==> src/mhtq_pkg.sv <==
// ----------------------------------------------------------------------------
// mhtq_pkg
// Shared constants, codes and types of the min-heap timer queue.
// ----------------------------------------------------------------------------
package mhtq_pkg;

    localparam int HEAP_DEPTH   = 64;
    localparam int IDX_W        = $clog2(HEAP_DEPTH);
    localparam int CNT_W        = $clog2(HEAP_DEPTH + 1);
    localparam int HANDLE_COUNT = 256;
    localparam int HANDLE_W     = 8;
    localparam int TIME_BITS    = 32;
    localparam int TIMEOUT_W    = 31;
    localparam int WAIT_W       = 31;
    localparam int KIND_W       = 2;
    localparam int STATUS_W     = 2;
    localparam int IN_DATA_W    = 72;
    localparam int OUT_DATA_W   = 48;

    typedef enum logic [KIND_W-1:0] {
        KIND_ADD    = 2'd0,
        KIND_ADJUST = 2'd1,
        KIND_DELETE = 2'd2,
        KIND_TICK   = 2'd3
    } t_kind;

    typedef enum logic [STATUS_W-1:0] {
        ST_DONE      = 2'd0,
        ST_FULL      = 2'd1,
        ST_NOT_FOUND = 2'd2
    } t_status;

    // Heap read port addressing.
    typedef enum logic [1:0] {
        RD_ENDS,
        RD_CHILD,
        RD_PARENT
    } t_rd_sel;

    typedef enum logic [3:0] {
        OP_NOP,
        OP_LOAD,
        OP_REARM_START,
        OP_ADD_START,
        OP_DEL_START,
        OP_DEL_TAIL,
        OP_POP_START,
        OP_POP_TAIL,
        OP_DOWN_STEP,
        OP_UP_STEP,
        OP_PLACE,
        OP_NEXT,
        OP_FULL,
        OP_NOT_FOUND,
        OP_EMIT,
        OP_RESP
    } t_op;

    typedef struct packed {
        t_op     op;
        t_rd_sel rd_sel;
    } t_cmd;

    typedef struct packed {
        t_kind kind;
        logic  present;
        logic  full;
        logic  del_tail;
        logic  root_due;
        logic  pop_tail;
        logic  down_moves;
        logic  up_moves;
        logic  moved;
        logic  emit_last;
        logic  out_free;
    } t_dp_sts;

    typedef struct packed {
        logic [HANDLE_W-1:0]  handle;
        logic [TIME_BITS-1:0] expiry;
    } t_entry;

endpackage

==> src/mhtq_ctrl.sv <==
// ----------------------------------------------------------------------------
// mhtq_ctrl
// Sequencer for lookups, sifts, tick pops and result delivery.
// ----------------------------------------------------------------------------
module mhtq_ctrl import mhtq_pkg::*; (
    input  logic    i_clk,
    input  logic    i_rst_n,
    input  logic    i_in_valid,
    input  t_dp_sts i_sts,
    output logic    o_in_ready,
    output t_cmd    o_cmd
);

    typedef enum logic [3:0] {
        S_IDLE,
        S_DECODE,
        S_START,
        S_DOWN_RD,
        S_DOWN_CMP,
        S_UP_RD,
        S_UP_CMP,
        S_TICK_RD,
        S_TICK_CHK,
        S_EMIT_RD,
        S_EMIT_WR,
        S_RESP
    } t_state;

    t_state r_state;
    t_state n_state;
    t_state after_place;

    assign o_in_ready  = (r_state == S_IDLE);
    assign after_place = (i_sts.kind == KIND_TICK) ? S_TICK_RD : S_RESP;

    always_comb begin
        n_state      = r_state;
        o_cmd.op     = OP_NOP;
        o_cmd.rd_sel = RD_ENDS;
        unique case (r_state)
            S_IDLE: begin
                if (i_in_valid) begin
                    o_cmd.op = OP_LOAD;
                    n_state  = S_DECODE;
                end
            end
            S_DECODE: begin
                n_state = (i_sts.kind == KIND_TICK) ? S_TICK_CHK : S_START;
            end
            S_START: begin
                n_state = S_RESP;
                if (i_sts.kind == KIND_ADD) begin
                    if (i_sts.present) begin
                        o_cmd.op = OP_REARM_START;
                        n_state  = S_DOWN_RD;
                    end else if (i_sts.full) begin
                        o_cmd.op = OP_FULL;
                    end else begin
                        o_cmd.op = OP_ADD_START;
                        n_state  = S_UP_RD;
                    end
                end else if (!i_sts.present) begin
                    o_cmd.op = OP_NOT_FOUND;
                end else if (i_sts.kind == KIND_ADJUST) begin
                    o_cmd.op = OP_REARM_START;
                    n_state  = S_DOWN_RD;
                end else if (i_sts.del_tail) begin
                    o_cmd.op = OP_DEL_TAIL;
                end else begin
                    o_cmd.op = OP_DEL_START;
                    n_state  = S_DOWN_RD;
                end
            end
            S_DOWN_RD: begin
                o_cmd.rd_sel = RD_CHILD;
                n_state      = S_DOWN_CMP;
            end
            S_DOWN_CMP: begin
                o_cmd.rd_sel = RD_CHILD;
                if (i_sts.down_moves) begin
                    o_cmd.op = OP_DOWN_STEP;
                    n_state  = S_DOWN_RD;
                end else if (i_sts.moved) begin
                    o_cmd.op = OP_PLACE;
                    n_state  = after_place;
                end else begin
                    n_state = S_UP_RD;
                end
            end
            S_UP_RD: begin
                o_cmd.rd_sel = RD_PARENT;
                n_state      = S_UP_CMP;
            end
            S_UP_CMP: begin
                o_cmd.rd_sel = RD_PARENT;
                if (i_sts.up_moves) begin
                    o_cmd.op = OP_UP_STEP;
                    n_state  = S_UP_RD;
                end else begin
                    o_cmd.op = OP_PLACE;
                    n_state  = after_place;
                end
            end
            S_TICK_RD: begin
                n_state = S_TICK_CHK;
            end
            S_TICK_CHK: begin
                if (i_sts.root_due && i_sts.pop_tail) begin
                    o_cmd.op = OP_POP_TAIL;
                    n_state  = S_TICK_RD;
                end else if (i_sts.root_due) begin
                    o_cmd.op = OP_POP_START;
                    n_state  = S_DOWN_RD;
                end else begin
                    o_cmd.op = OP_NEXT;
                    n_state  = S_EMIT_RD;
                end
            end
            S_EMIT_RD: begin
                n_state = S_EMIT_WR;
            end
            S_EMIT_WR: begin
                if (i_sts.out_free) begin
                    o_cmd.op = OP_EMIT;
                    n_state  = i_sts.emit_last ? S_IDLE : S_EMIT_RD;
                end
            end
            S_RESP: begin
                if (i_sts.out_free) begin
                    o_cmd.op = OP_RESP;
                    n_state  = S_IDLE;
                end
            end
            default: begin
                n_state = S_IDLE;
            end
        endcase
    end

    always_ff @(posedge i_clk) begin
        if (!i_rst_n) begin
            r_state <= S_IDLE;
        end else begin
            r_state <= n_state;
        end
    end

endmodule

==> config.mk <==
export PLATFORM = sky130hd
export DESIGN_NAME = mhtq_ctrl
export DESIGN_NICKNAME = d
export VERILOG_FILES = /design/src/mhtq_pkg.sv /design/src/mhtq_ctrl.sv
export SDC_FILE = /design/constraint.sdc
export NUM_CORES = 1
export LEC_CHECK = 0
export ABC_AREA = 1
export CAP_MARGIN = 10
export CORE_ASPECT_RATIO = 1.2
export CORE_MARGIN = 4
export CORE_UTILIZATION = 35
export DETAILED_ROUTE_END_ITERATION = 10
export DONT_BUFFER_PORTS = 1
export GPL_TIMING_DRIVEN = 0
export SYNTH_ARGS = -nofsm -noshare
export SYNTH_HDL_FRONTEND = slang
export SYNTH_SLANG_ARGS = --single-unit
==> constraint.sdc <==
create_clock -name i_clk -period 1.1 [get_ports i_clk]
set_input_delay 0.165 -clock i_clk [delete_from_list [all_inputs] [get_ports i_clk]]
set_output_delay 0.165 -clock i_clk [all_outputs]
set_load 0.01 [all_outputs]
==> run_results.csv, run 1 <==
group,metric,value,unit
synth,synth_top_family_by_area,"simple AND/OR/NAND/NOR gates",
grt,grt_usage,0.186,
synth,ys_ff_latch,4,
status,status,"finished, violations left",
detailed_routing,routed_wl,1940,µm
detailed_routing,wl_per_cell,13.7,µm
worst_setup_path,critPathTopFamily,"simple AND/OR/NAND/NOR gates",
pwr,pwr_density_cell,2270,mW/mm²
clock_network,cts-buffers-inserted,3,
synth,synth_fa_ha_area_frac,0,
timing,fmaxAchievable,0.693,GHz
floorplan,die_w,45.3,µm
worst_setup_path,crit_chain,"nor2_4 -> inv_2 -> nor2_4 -> nand2_1 -> o21a_1 -> nand4_1",
worst_setup_path,ff2ff_path_depth,9,
worst_setup_path,rr_endpoint,"r_state[3]$_SDFFE_PN0P_",
finish,nets,140,
pwr,ir_drop,0.00142,V
synth,yosys-mux-area-fraction,0,
detailed_routing,ant_nets,0,
synth,ys_seq_area_frac,0.137,
clock_network,clkTransAtPathRegs,0.04,ns
worst_setup_path,cp_data_arrival_time,1.28,ns
worst_setup_path,critPathMaxFanout,4,
grt,grt_overflow_total,0,
place,placed_area,627,µm²
clock_network,clkSinkCount,4,
status,violations,"negative setup slack",
synth,ys_types,21,
place,io_buffers,0,
clock_network,ctsLongestPathBuffers,2,
synth,ys_warn_count,0,
timing,tightest_slew,0.359,ns
floorplan,start_util,0.390,
grt,grt_antenna_before_repair,0,
synth,synthSimpleGateAreaFrac,0.564,
floorplan,core,0.00150,mm²
synth,synth-xor-area-share,0,
detailed_routing,drcViolationCount,0,
clock_network,cts_htree_levels,1,
timing,period_share,1.31,
grt,grt_pass1_vias,755,
finish,regArea,95.1,µm²
synth,synth_top_area_cell,"nand2_1",
clock_network,cts-root-buf,"clkbuf_4",
floorplan,dieArea,0.00239,mm²
detailed_routing,drt_first_pass_iters,4,
timing,finalSetupTns,-2.23,ns
floorplan,ios,22,
job,drv_cap,0,
worst_setup_path,crit_required,0.94,ns
finish,final_util,0.566,
place,routabilityCongestion,0.945,
place,placed_cells,127,
timing,finalHoldViolCount,0,
synth,syn_nets,125,
timing,finalClockSkew,0.00323,ns
floorplan,die_height,52.8,µm
pwr,power,1.93,mW
worst_setup_path,slowest_delay,0.37,ns
worst_setup_path,cp_common_cell,"nor2_4",
finish,final_area,850,µm²
synth,yosys.area.top_type_share,0.167,
place,pre_cts_ws,-0.196,ns
worst_setup_path,cp_slowest_cell,"dfxtp_4",
pwr,leakagePower,0.417,nW
synth,synth_compound_area_frac,0.171,
grt,grt_pass1_wl,3210,µm
worst_setup_path,r2r_slack,-0.20,ns
clock_network,clk_latency,0.23,ns
synth,syn_inst,110,
timing,post-route-min-period,1.44,ns
timing,slew_headroom,0.760,
timing,setup_viol,11,
hold_path,whs_endpoint,"r_state[1]$_SDFFE_PN0P_",
detailed_routing,num_vias,753,
finish,largest_reg_flops,4,
finish,reg.largest.list,"r_state (4)",
worst_setup_path,cp-start-kind,"flop",
timing,maxSlewViolCount,0,
synth,synth.avg_cell_area,5.32,µm²
clock_network,cts_tree,"built",
synth,syn_area,586,µm²
worst_setup_path,crit-reg2reg-launch,"r_state[1]$_SDFFE_PN0P_",
hold_path,hp-class,"input pin to flop",
finish,multi_input_area,538,µm²
timing,rsz0062_at_grt,"true",
finish,syn_to_final_growth,45.1,%
detailed_routing,vias_per_cell,5.34,
finish,diodes,0,
finish,instances_no_fill,141,
grt,grt_max_degree,6,
hold_path,hp-start,"i_rst_n",
detailed_routing,first_iter_violations,15,
timing,postLayoutSetupSlackWorst,-0.343,ns
worst_setup_path,crit_type,"flop to output port",
finish,top_register,"r_state",
place,dpl.hpwl,1480,µm
hold_path,worstHoldPathCells,2,
worst_setup_path,crit_buf_inv,1,
floorplan,rows,15,
finish,drive_gt1_frac,0.452,
synth,synthTopCellsByArea,"nand2_1, nand3_1, dfxtp_1",
timing,fin_hold_ws,0.0377,ns
finish,nFillCells,148,
worst_setup_path,worstSetupEndpointType,"output port",
[cell usage in the layout, fill, tap and decap left out, types with 3 or more instances in the layout]
master	Yosys	routed
a21oi_2	1	3
buf_4	0	7
buf_6	0	3
clkbuf_4	0	3
dfxtp_4	0	4
inv_1	17	10
inv_2	3	7
inv_4	0	3
nand2_1	26	20
nand2_2	1	4
nand2_4	1	4
nand3_1	17	13
nand3_2	0	4
nor2_1	12	10
nor2_2	4	3
nor2_4	2	5
o21ai_0	7	3
o21ai_2	1	4
[area by class of cell]
type,count,area share
inverters,20,0.0972
multi-input cells,86,0.633
flip-flops and latches,4,0.112
well taps,17,0.0250
repair buffers,10,0.102
clock buffers,4,0.0309
[worst max-delay path by stage]
stage	startpoint	to	slack [ns]	cells past startpoint
2_1_floorplan	r_state[3]$_SDFFE_PN0P_	o_cmd[5]	-0.02	6
3_3_place_gp	r_state[3]$_SDFFE_PN0P_	o_cmd[3]	-0.18	6
3_5_place_dp	r_state[2]$_SDFFE_PN0P_	o_cmd[2]	-0.20	7
4_1_cts	r_state[2]$_SDFFE_PN0P_	o_cmd[5]	-0.33	6
5_1_grt	r_state[2]$_SDFFE_PN0P_	o_cmd[5]	-0.40	6
6_report	r_state[2]$_SDFFE_PN0P_	o_cmd[5]	-0.34	6
[Yosys cell counts]
cell,n
nand2_2,1
o21ai_2,1
o311ai_0,1
nand2_1,26
nand4_1,2
o21ai_1,1
a21oi_2,1
o21ai_0,7
inv_2,3
nor2_4,2
nor3_1,2
nand2_4,1
nand3_1,17
dfxtp_1,4
o21a_1,1
a21oi_1,4
nor2_2,4
inv_1,17
nand3b_1,2
nor2_1,12
a31oi_1,1
[metal layers]
layer	wire length [µm]	vias up	part of all wire	track usage
li1	-	391	-	-
met1	757	331	0.39	0.215
met2	998	27	0.52	0.311
met3	132	4	0.068	0.0653
met4	46	0	0.024	0.0634
met5	0	-	0	0
[repair_timing]
item | 4_1_cts | 5_1_grt
gates cloned | 0 | 0
endpoints found under the setup margin | 11 | 11
pin swaps | 7 | 5
hold buffers | 0 | 0
resized for setup | 34 | 7
buffers inserted | 5 | 5
[where the power goes]
group          switching (mW)  internal (mW)
sequential              0.133          0.231
combinational           0.813          0.554
clock                  0.0605          0.136
total                    1.01          0.921
[kinds of logic after synthesis]
group	Yosys count
AND/OR/NAND/NOR	69
buffers and inverters	20
AO/OA/AOI/OAI	17
flip-flops	4
Note: power is estimated with default switching activity, not from simulation.
==> run 2, diff against run 1 <==
Settings changed: SLEW_MARGIN set to 20.
Clock period 1.1 ns to 1.4 ns, I/O delays scaled along.
==> run_results.csv, run 2 (synthesized netlist as in run 1, its figures left out) <==
group,metric,value,unit
pwr,intPower,0.741,mW
timing,finalHoldViolCount,0,
pwr,comb_power_share,0.727,
timing,postLayoutSetupSlackWorst,-0.0903,ns
place,pre_cts_ws,-0.156,ns
timing,maxSlewViolCount,0,
hold_path,hp-start,"i_rst_n",
place,io_buffers,0,
finish,largest_reg_flops,4,
clock_network,clk_latency,0.23,ns
timing,setup_viol,5,
clock_network,clkSinkCount,4,
detailed_routing,routed_wl,2080,µm
worst_setup_path,slowest_delay,0.38,ns
finish,final_area,892,µm²
timing,rsz0062_at_grt,"true",
finish,reg.largest.list,"r_state (4)",
floorplan,die_height,52.8,µm
detailed_routing,wl_per_cell,14.5,µm
worst_setup_path,crit_required,1.19,ns
clock_network,cts-buffers-inserted,3,
clock_network,cts-root-buf,"clkbuf_4",
timing,finalSetupTns,-0.242,ns
status,status,"finished, violations left",
finish,final_cell_mix,"nand2_1, nand3_1, inv_1, nor2_1, buf_4",
pwr,power_frac_seq,0.184,
grt,grt_pass1_wl,3120,µm
finish,top_register,"r_state",
finish,final_common_cell,"nand2_1",
worst_setup_path,cp-start-kind,"flop",
grt,grt_usage,0.180,
job,drv_cap,0,
worst_setup_path,crit_chain,"nor2_4 -> buf_6 -> nand3_1 -> o21a_1 -> nand4_1",
worst_setup_path,cp_slowest_cell,"dfxtp_4",
worst_setup_path,crit_type,"flop to output port",
timing,finalClockSkew,0.00203,ns
pwr,pwr_density_cell,1760,mW/mm²
finish,final_util,0.594,
finish,syn_to_final_growth,52.4,%
detailed_routing,first_iter_violations,29,
finish,instances_no_fill,144,
place,dpl.hpwl,1370,µm
worst_setup_path,crit-reg2reg-launch,"r_state[2]$_SDFFE_PN0P_",
pwr,ir_drop,0.000891,V
place,placed_cells,127,
timing,tightest_slew,0.348,ns
pwr,p_sw_frac,0.529,
detailed_routing,drcViolationCount,0,
worst_setup_path,critPathTopFamily,"simple AND/OR/NAND/NOR gates",
floorplan,dieArea,0.00239,mm²
clock_network,ctsHoldBuffers,0,
clock_network,ctsLongestPathBuffers,2,
worst_setup_path,worstSetupEndpointType,"output port",
floorplan,die_w,45.3,µm
timing,slew_headroom,0.768,
hold_path,hp-class,"input pin to flop",
worst_setup_path,crit_buf_inv,1,
timing,period_share,1.06,
worst_setup_path,crit_start,"r_state[1]$_SDFFE_PN0P_",
grt,grt_pass1_vias,734,
timing,post-route-min-period,1.49,ns
status,violations,"negative setup slack",
floorplan,ios,22,
detailed_routing,ant_nets,0,
pwr,leakagePower,0.437,nW
pwr,power,1.57,mW
pwr,clock_power_share,0.089,
floorplan,start_util,0.390,
worst_setup_path,cp_data_arrival_time,1.28,ns
worst_setup_path,critPathMaxFanout,7,
timing,fmaxAchievable,0.671,GHz
clock_network,cts_htree_levels,1,
pwr,p_sw,0.833,mW
finish,nets,144,
grt,grt_max_degree,8,
finish,diodes,0,
detailed_routing,num_vias,817,
place,routabilityCongestion,0.866,
grt,grt_antenna_before_repair,0,
clock_network,cts_tree,"built",
grt,grt_overflow_total,0,
timing,fin_hold_ws,0.0822,ns
finish,drive_gt1_frac,0.409,
floorplan,rows,15,
detailed_routing,drt_first_pass_iters,4,
floorplan,core,0.00150,mm²
clock_network,clkTransAtPathRegs,0.03,ns
place,placed_area,607,µm²
detailed_routing,vias_per_cell,5.67,
## run 2: changes by cell type in the layout (fill, tap and decap cells not counted), sizes merged
cell	change
buf	+4
clkbuf	-1
## run 2: area by class of cell
cell class	count	area, µm²
timing repair buffer	14	121
multi-input combinational	86	544
inverter	20	87.6
fill	132	609
tap	17	21.3
sequential	4	95.1
clock buffer	3	22.5
## run 2: worst paths after layout
kind,end,slack (ns),depth (start not counted)
worst max-delay path,o_cmd[5],-0.09,5
worst min-delay path,r_state[1]$_SDFFE_PN0P_,0.08,2
worst max register to register,r_state[0]$_SDFFE_PN0P_,-0.01,8
worst min register to register,r_state[3]$_SDFFE_PN0P_,0.66,2
## run 2: power groups by stage
stage | Clock [mW] | Sequential [mW] | Combinational [mW]
6_report | 0.139 | 0.290 | 1.14
5_1_grt | 0.164 | 0.297 | 1.24
4_1_cts | 0.146 | 0.289 | 0.896
3_5_place_dp | 0 | 0.225 | 0.687
3_3_place_gp | 0 | 0.222 | 0.688
2_1_floorplan | 0 | 0.212 | 0.574
## run 2: timing repair
action | in CTS | in global routing
pin swaps | 9 | 8
endpoints found under the setup margin | 4 | 5
resized for setup | 33 | 13
hold endpoints to repair | 0 | 0
buffers inserted | 8 | 6
## run 2: routing by layer
metal / wire, µm / part of all wire / up-vias / track usage
li1: - / - / 394 / -
met1: 750 / 0.36 / 350 / 0.206
met2: 1000 / 0.48 / 57 / 0.300
met3: 215 / 0.10 / 16 / 0.0481
met4: 116 / 0.056 / 0 / 0.0878
met5: 0 / 0 / - / 0
==> run 3, diff against run 2 <==
Clock period 1.4 ns to 1.35 ns, I/O delays scaled along.
==> run_results.csv, run 3 (synthesized netlist as in run 1, its figures left out) <==
group,metric,value,unit
clock_network,ctsHoldBuffers,0,
place,routabilityCongestion,0.962,
detailed_routing,first_iter_violations,37,
pwr,leakagePower,0.403,nW
timing,fmaxAchievable,0.677,GHz
timing,setup_viol,4,
timing,fin_hold_ws,0.0744,ns
timing,finalClockSkew,0.00286,ns
detailed_routing,drcViolationCount,0,
grt,grt_max_degree,8,
clock_network,ctsLongestPathBuffers,2,
grt,grt_antenna_before_repair,0,
worst_setup_path,crit_type,"flop to output port",
finish,final_cell_mix,"nand2_1, nand3_1, inv_1, nor2_1, buf_4",
floorplan,core,0.00150,mm²
timing,rsz0062_at_grt,"true",
pwr,ir_drop,0.000971,V
timing,postLayoutSetupSlackWorst,-0.127,ns
place,io_buffers,0,
clock_network,cts-root-buf,"clkbuf_4",
grt,grt_usage,0.184,
hold_path,worstHoldPathCells,2,
finish,nets,138,
status,violations,"negative setup slack",
pwr,pwr_density_cell,1860,mW/mm²
floorplan,die_height,52.8,µm
floorplan,rows,15,
finish,diodes,0,
detailed_routing,vias_per_cell,5.59,
finish,final_area,791,µm²
timing,finalSetupTns,-0.342,ns
floorplan,dieArea,0.00239,mm²
finish,drive_gt1_frac,0.372,
timing,finalHoldViolCount,0,
grt,grt_overflow_total,0,
detailed_routing,wl_per_cell,14.2,µm
clock_network,clk_latency,0.23,ns
timing,slew_headroom,0.742,
worst_setup_path,ff2ff_path_depth,6,
clock_network,cts_tree,"built",
floorplan,die_w,45.3,µm
detailed_routing,num_vias,772,
finish,top_register,"r_state",
status,status,"finished, violations left",
floorplan,start_util,0.390,
finish,largest_reg_flops,4,
clock_network,clkTransAtPathRegs,0.04,ns
worst_setup_path,critPathMaxFanout,4,
hold_path,hp-class,"input pin to flop",
worst_setup_path,crit-reg2reg-launch,"r_state[2]$_SDFFE_PN0P_",
timing,post-route-min-period,1.48,ns
finish,final_util,0.527,
worst_setup_path,endpoint,"o_cmd[5]",
worst_setup_path,cp-start-kind,"flop",
grt,grt_pass1_wl,3230,µm
finish,reg.largest.list,"r_state (4)",
place,dpl.hpwl,1380,µm
floorplan,ios,22,
place,placed_area,607,µm²
detailed_routing,routed_wl,1960,µm
worst_setup_path,rr_endpoint,"r_state[2]$_SDFFE_PN0P_",
worst_setup_path,crit_required,1.15,ns
worst_setup_path,crit_start,"r_state[0]$_SDFFE_PN0P_",
finish,syn_to_final_growth,35.0,%
pwr,power,1.47,mW
clock_network,cts-buffers-inserted,3,
finish,final_common_cell,"nand2_1",
job,drv_cap,0,
timing,period_share,1.09,
grt,grt_pass1_vias,783,
worst_setup_path,worstSetupEndpointType,"output port",
hold_path,hp-start,"i_rst_n",
detailed_routing,ant_nets,0,
worst_setup_path,cp_data_arrival_time,1.27,ns
clock_network,cts_htree_levels,1,
timing,maxSlewViolCount,0,
worst_setup_path,r2r_slack,0.10,ns
timing,tightest_slew,0.387,ns
clock_network,clkSinkCount,4,
detailed_routing,drt_first_pass_iters,4,
[run 3: final cells by class]
type | instances | area (µm²)
fillers | 158 | 711
multi-input cells | 86 | 509
inverters | 20 | 82.6
repair buffers | 8 | 60.1
flip-flops and latches | 4 | 95.1
well taps | 17 | 21.3
clock buffers | 3 | 22.5
[run 3: how the worst min path moves through the flow]
stage	endpoint
2_1_floorplan	r_state[1]$_SDFFE_PN0P_
4_1_cts	r_state[1]$_SDFFE_PN0P_
3_5_place_dp	r_state[1]$_SDFFE_PN0P_
3_3_place_gp	r_state[1]$_SDFFE_PN0P_
5_1_grt	r_state[1]$_SDFFE_PN0P_
6_report	r_state[1]$_SDFFE_PN0P_
[run 3: worst max-delay path, stage by stage, from the launching register on]
cell and delay, ns:
dfxtp_4 0.36, nor2_4 0.15, buf_4 0.15, nand3_1 0.11, o21a_1 0.14, nand4_1 0.13
[run 3: metrics by stage]
stage | setup WS, ns | instances
after floorplan | 0.108 | 110
after global placement | -0.0988 | 127
after detailed placement | -0.121 | 127
after CTS | -0.109 | 136
after global routing | -0.182 | 138
final | -0.127 | 138
[run 3: power by group]
part | total, mW | internal (mW) | switching (mW) | leakage [nW]
sequential | 0.305 | 0.189 | 0.116 | 0.0356
combinational | 1.02 | 0.392 | 0.627 | 0.353
clock | 0.146 | 0.0993 | 0.0466 | 0.0138
total | 1.47 | 0.680 | 0.790 | 0.403
[run 3: what timing repair did]
action                                  in CTS  in global routing
setup buffers                                6                  2
gates resized for setup                     30                  7
endpoints found under the setup margin       5                  5
endpoints found under the hold margin        0                  0
pin swaps                                    7                  4
[run 3: metal layers]
layer	wire [µm]	part of all wire	track usage	vias up
met4	93	0.047	0.0829	0
met3	201	0.10	0.0756	10
li1	-	-	-	378
met1	705	0.36	0.197	332
met5	0	0	0	-
met2	960	0.49	0.307	52
